File: src/rtl/tsbf_pkg.sv
// tsbf_pkg: shared types and codes for the two-stack back/forward history unit.
// No dependencies; used by the top level, tsbf_ctrl and tsbf_datapath in rtl/.
package tsbf_pkg;

	// operation codes of the command beat
	localparam logic [1:0] OP_VISIT   = 2'd0;
	localparam logic [1:0] OP_BACK    = 2'd1;
	localparam logic [1:0] OP_FORWARD = 2'd2;

	// register map (byte addresses)
	localparam int unsigned ADDR_BITS = 3;
	localparam logic [ADDR_BITS-1:0] REG_HOME_PAGE = 3'd0;

	typedef struct packed {
		logic [1:0]  operation;
		logic [31:0] page_id;
	} cmd_item_t;

	typedef struct packed {
		logic        ok;
		logic [31:0] current_page;
	} res_item_t;

	// controller -> datapath
	typedef struct packed {
		logic visit;     // push current to back, take new page, clear forward
		logic move_back; // push current to forward, start pop of back
		logic move_fwd;  // push current to back, start pop of forward
		logic refuse;    // load result with ok = 0, nothing changes
		logic pop_done;  // popped page becomes current, load result
	} ctrl_cmd_t;

	// datapath -> controller
	typedef struct packed {
		logic back_empty;
		logic fwd_empty;
	} dp_status_t;

endpackage

File: src/rtl/tsbf_ctrl.sv
// tsbf_ctrl: sequencer for command beats, result valid and the pop wait state.
// Depends on tsbf_pkg.
module tsbf_ctrl (
	input  logic                   clk,
	input  logic                   arst_n,
	input  logic                   cmd_valid,
	output logic                   cmd_stall,
	input  logic [1:0]             operation,
	output logic                   res_valid,
	input  logic                   res_stall,
	input  tsbf_pkg::dp_status_t   status,
	output tsbf_pkg::ctrl_cmd_t    ctl
);

	typedef enum logic [1:0] {
		ST_IDLE = 2'b01,
		ST_POP  = 2'b10
	} state_t;

	state_t state_q, state_d;
	logic   res_valid_q;
	logic   res_free;
	logic   accept;
	logic   load_res;

	// result register can take a new beat this cycle
	assign res_free  = !res_valid_q || !res_stall;
	assign cmd_stall = !((state_q == ST_IDLE) && res_free);
	assign accept    = cmd_valid && !cmd_stall;
	assign res_valid = res_valid_q;

	always_comb begin
		ctl     = '0;
		state_d = state_q;
		case (state_q)
			ST_IDLE: begin
				if (accept) begin
					case (operation)
						tsbf_pkg::OP_VISIT: begin
							ctl.visit = 1'b1;
						end
						tsbf_pkg::OP_BACK: begin
							if (status.back_empty) begin
								ctl.refuse = 1'b1;
							end else begin
								ctl.move_back = 1'b1;
								state_d       = ST_POP;
							end
						end
						tsbf_pkg::OP_FORWARD: begin
							if (status.fwd_empty) begin
								ctl.refuse = 1'b1;
							end else begin
								ctl.move_fwd = 1'b1;
								state_d      = ST_POP;
							end
						end
						default: begin
							ctl.refuse = 1'b1;
						end
					endcase
				end
			end
			ST_POP: begin
				if (res_free) begin
					ctl.pop_done = 1'b1;
					state_d      = ST_IDLE;
				end
			end
			default: begin
				state_d = ST_IDLE;
			end
		endcase
	end

	assign load_res = ctl.visit || ctl.refuse || ctl.pop_done;

	always_ff @(posedge clk or negedge arst_n) begin
		if (!arst_n) begin
			state_q     <= ST_IDLE;
			res_valid_q <= 1'b0;
		end else begin
			state_q <= state_d;
			if (load_res) begin
				res_valid_q <= 1'b1;
			end else if (!res_stall) begin
				res_valid_q <= 1'b0;
			end
		end
	end

endmodule

File: config.mk
export PLATFORM = sky130hd
export DESIGN_NAME = tsbf_ctrl
export DESIGN_NICKNAME = d
export VERILOG_FILES = /design/src/rtl/tsbf_pkg.sv /design/src/rtl/tsbf_ctrl.sv
export SDC_FILE = /design/constraint.sdc
export NUM_CORES = 1
export LEC_CHECK = 0
export ABC_AREA = 1
export BUFFER_PORTS_ARGS = -buffer_cell sky130_fd_sc_hd__buf_2
export CELL_PAD_IN_SITES_DETAIL_PLACEMENT = 1
export CELL_PAD_IN_SITES_GLOBAL_PLACEMENT = 1
export CORE_AREA = 2 2 39 41
export DETAILED_ROUTE_END_ITERATION = 8
export DIE_AREA = 0 0 41 43
export PLACE_DENSITY = 0.62
export REMOVE_ABC_BUFFERS = 1
export SLEW_MARGIN = 40
export SYNTH_ARGS = -nofsm -noshare
export SYNTH_HDL_FRONTEND = slang
export SYNTH_SLANG_ARGS = --single-unit
File: constraint.sdc
create_clock -name clk -period 1.8 [get_ports clk]
set_clock_uncertainty 0.2 [all_clocks]
set_input_delay 0.36 -clock clk [delete_from_list [all_inputs] [get_ports clk]]
set_output_delay 0.36 -clock clk [all_outputs]
set_load 0.01 [all_outputs]
# After elaboration in Yosys (flattened, before gate mapping)
# Cells that the tools add are included.
# op_classes
n_reduce_logical	10
eq_ne	10
mux	20
# ops
cell	n
1-bit two-way mux	11
2-bit two-way mux	4
4-bit two-way mux	2
2-bit one-hot mux with 2 select lines	2
3-bit != test, second input constant	2
5-bit AND reduction	1
2-bit by 1-bit == test with 1-bit output, second input constant	2
2-bit == test, second input constant	2
2-bit != test, second input constant	2
1-bit zero test	3
1-bit logical OR	3
3-bit by 1-bit != test with 1-bit output, second input constant	1
1-bit one-hot mux with 3 select lines	1
1-bit logical AND	2
2-bit zero test	1
2-bit by 1-bit != test with 1-bit output, second input constant	1
# totals
reg_bits	3
wordCells	42
out_inout_bits	7
in_bits	8

# Depth between registers and ports, before layout
# depth
word_depth	9
depth_mapped	6

# Least setup slack after synthesis
# Ideal clock, no wire load.
# synth_timing
path_kind	flip-flop to output port
startpoint	reg state_q[0]
endpoint	out ctl[1] in the netlist's numbering
path_stages_with_launch	7
path_slack_ns	0.270
t_arrival_ns	0.970
path_cell_list	dfstp_2 inv_2 nor2_4 nand3_4 inv_2 nand2_2 inv_1
# synth_lines
item	line	text
start, declared	tsbf_ctrl.sv:20	state_t state_q, state_d;
start signal, assigned	tsbf_ctrl.sv:83	state_q <= state_d;
end, declared	tsbf_ctrl.sv:12	output tsbf_pkg::ctrl_cmd_t ctl

# Worst setup path in the final report
# layout_timing
startpoint	reg state_q[0]
endpoint	out cmd_stall
# layout_via
elab_chain_len	3
# layout_lines
item	line	text
2-bit by 1-bit == test with 1-bit output	tsbf_ctrl.sv:28	assign cmd_stall = !((state_q == ST_IDLE) && res_free);
1-bit logical AND	tsbf_ctrl.sv:28	
1-bit zero test	tsbf_ctrl.sv:28	
end, declared	tsbf_ctrl.sv:7	output logic cmd_stall,
# Every way passes these cells.

==> metrics.cfg <==
[status]
status=complete, but fails checks
violations=negative setup slack

[global_routing]
grt_start_max_net_pins=6
grtUsageTotal=0.0947
grt.overflow.total=0
grt_pass1_wl_mm=1.16
grt_pass1_vias=294
antenna_found_initial=0

[cells_and_area]
layout.cells.non_filler=78
drive_gt1_frac=0.677
nets=71
diodes=0
nFillCells=183
syn_to_final_growth_pct=76.1
final_common_cell=buf_2
final_cell_mix=buf_2, buf_4, inv_2

[die]
die_height_um=43
fp.dieW_um=41
pin_count=15
die_area_um2=1760
initial_core_util=0.189
fp-row-count=14
core_area_um2=1380

[logic_synthesis]
synth-xor-area-share=0
syn_avg_cell_area_um2=7.47
synth_compound_area_frac=0.0622
yosysSeqAreaShare=0.292
synthMuxAreaShare=0
synth-simple-area-share=0.502
synthesis.area_um2=262
synth_cell_type_count=16
synth_top_family_by_area=simple AND/OR/NAND/NOR gates
synthCells=35
yosysWarnings=0
synth_seq_cells=3
synthAdderAreaFrac=0

[worst_setup_path]
reg2reg_depth=8
crit_arrival_ps=1290
crit_type=reg2out
end_kind=primary output
path_max_fanout=2
critPathRequiredTime_ps=1240
critPathLaunchType=flip-flop

[place]
pre_cts_ws_ps=144
globalplace.congestion=0.667
placed_cells=65
portBuffers=14
dpl.hpwl_um=484

[timing]
totalNegativeSetupSlack_ps=-147
finalSetupViolCount=5
rsz0062_at_grt=true
slew_viol_final=0
finalHoldViolations=0
setup_ws_ps=-53.3
fin_crit_ps=1850
tightest_slew_ps=209
max_slew_margin=0.860
fmaxAchievable_mhz=540
fin_crit_sh=1.03

[pwr]
total_power_w=0.000327
p_leak_nw=0.274
power_density_nw_per_um2=710
ir_drop_mv=0.273

[route]
ant_nets=0
routedWlPerCell_um=8.99
drc=0
wirelength_um=701
drt_pass1_iterations=2
vias_per_cell=4.06
drtIter0Drc=2
via_count=317

[clocking]
cts_root_buf=clkbuf_4
cts_htree_levels=1
clockBufferDepth=2
clock_latency_ps=230
clkSinkCount=3
cts_buffers=3
cts_tree=done
clk_pin_slew_worst_paths_ps=40

[flow_run]
cap_violations=0

[min_path]
hold_class=in2async

[synthesized netlist by cell type]
cell,n,area [µm²]
a21oi_1,1,5.00
dfrtp_1,2,50.1
dfstp_2,1,26.3
inv_1,6,22.5
inv_2,4,15.0
nand2_1,5,18.8
nand2_2,4,25.0
nand3_1,1,5.00
nand3_2,1,10.0
nand3_4,1,17.5
nand4_1,1,6.26
nor2_1,2,7.51
nor2_4,1,11.3
nor3_1,2,10.0
nor3_2,2,20.0
o21bai_2,1,11.3
[registers in the layout, indices dropped and copies added (netlist names)]
signal / cells
res_valid: 1
state_q: 2
[timing repair]
action,4_1_cts,5_1_grt
endpoints found under the setup margin,4,5
gates resized for setup,0,4
hold buffers,1,0
buffers inserted,4,4
hold endpoints to repair,3,0
gates cloned,0,0
pin swaps,2,2
[stage by stage]
stage	hold slack, ps	instance area (µm²)	util
global placement	-42.0	352	0.254
detailed placement	-42.1	352	0.254
floorplan	-136	262	-
CTS	249	418	0.302
global route	261	460	0.333
finish	256	460	0.333
[critical path, cell delays in order, from the launching register on]
cell	delay [ps]
dfstp_2	530
inv_2	50
nor2_4	100
buf_4	120
buf_4	100
nand2_1	40
buf_2	130
[layout make-up]
type | count | area [µm²] | area share
Timing Repair Buffer | 23 | 153 | 0.332
Inverter | 10 | 37.5 | 0.0815
Sequential cell | 3 | 76.3 | 0.166
Tap cell | 16 | 20.0 | 0.0435
Multi-Input combinational cell | 22 | 148 | 0.321
Clock buffer | 4 | 26.3 | 0.0571
[where the power goes]
group | switching (W) | internal, W | leakage (nW)
clock | 0.0000308 | 0.0000828 | 0.0150
sequential | 0.00000700 | 0.0000783 | 0.0363
combinational | 0.0000655 | 0.0000624 | 0.223
[logic make-up (layout without fill, tap and decap cells)]
| family | count (synthesis) | count (layout) |
|---|---|---|
| AO/OA/AOI/OAI | 2 | 2 |
| buffers and inverters | 10 | 37 |
| flip-flops | 3 | 3 |
| AND/OR/NAND/NOR | 20 | 20 |
[metal layers]
| metal | wire length [µm] | global-route usage | vias to the layer above |
|---|---|---|---|
| li1 | - | - | 160 |
| met1 | 262 | 0.114 | 151 |
| met2 | 411 | 0.156 | 6 |
| met3 | 27 | 0.0314 | 0 |
| met4 | 0 | 0.0200 | 0 |
| met5 | 0 | 0 | - |
[path summary, 6_finish.rpt]
check                           start  slack (ps)          to
max                        state_q[0]         -50   cmd_stall
min                            arst_n         260  state_q[1]
max reg2reg                state_q[0]         330   res_valid
min reg2reg                state_q[1]         400   res_valid
max in group asynchronous      arst_n         950  state_q[0]
min in group clk            cmd_valid         290  state_q[1]
(Power assumes the default switching activity.)
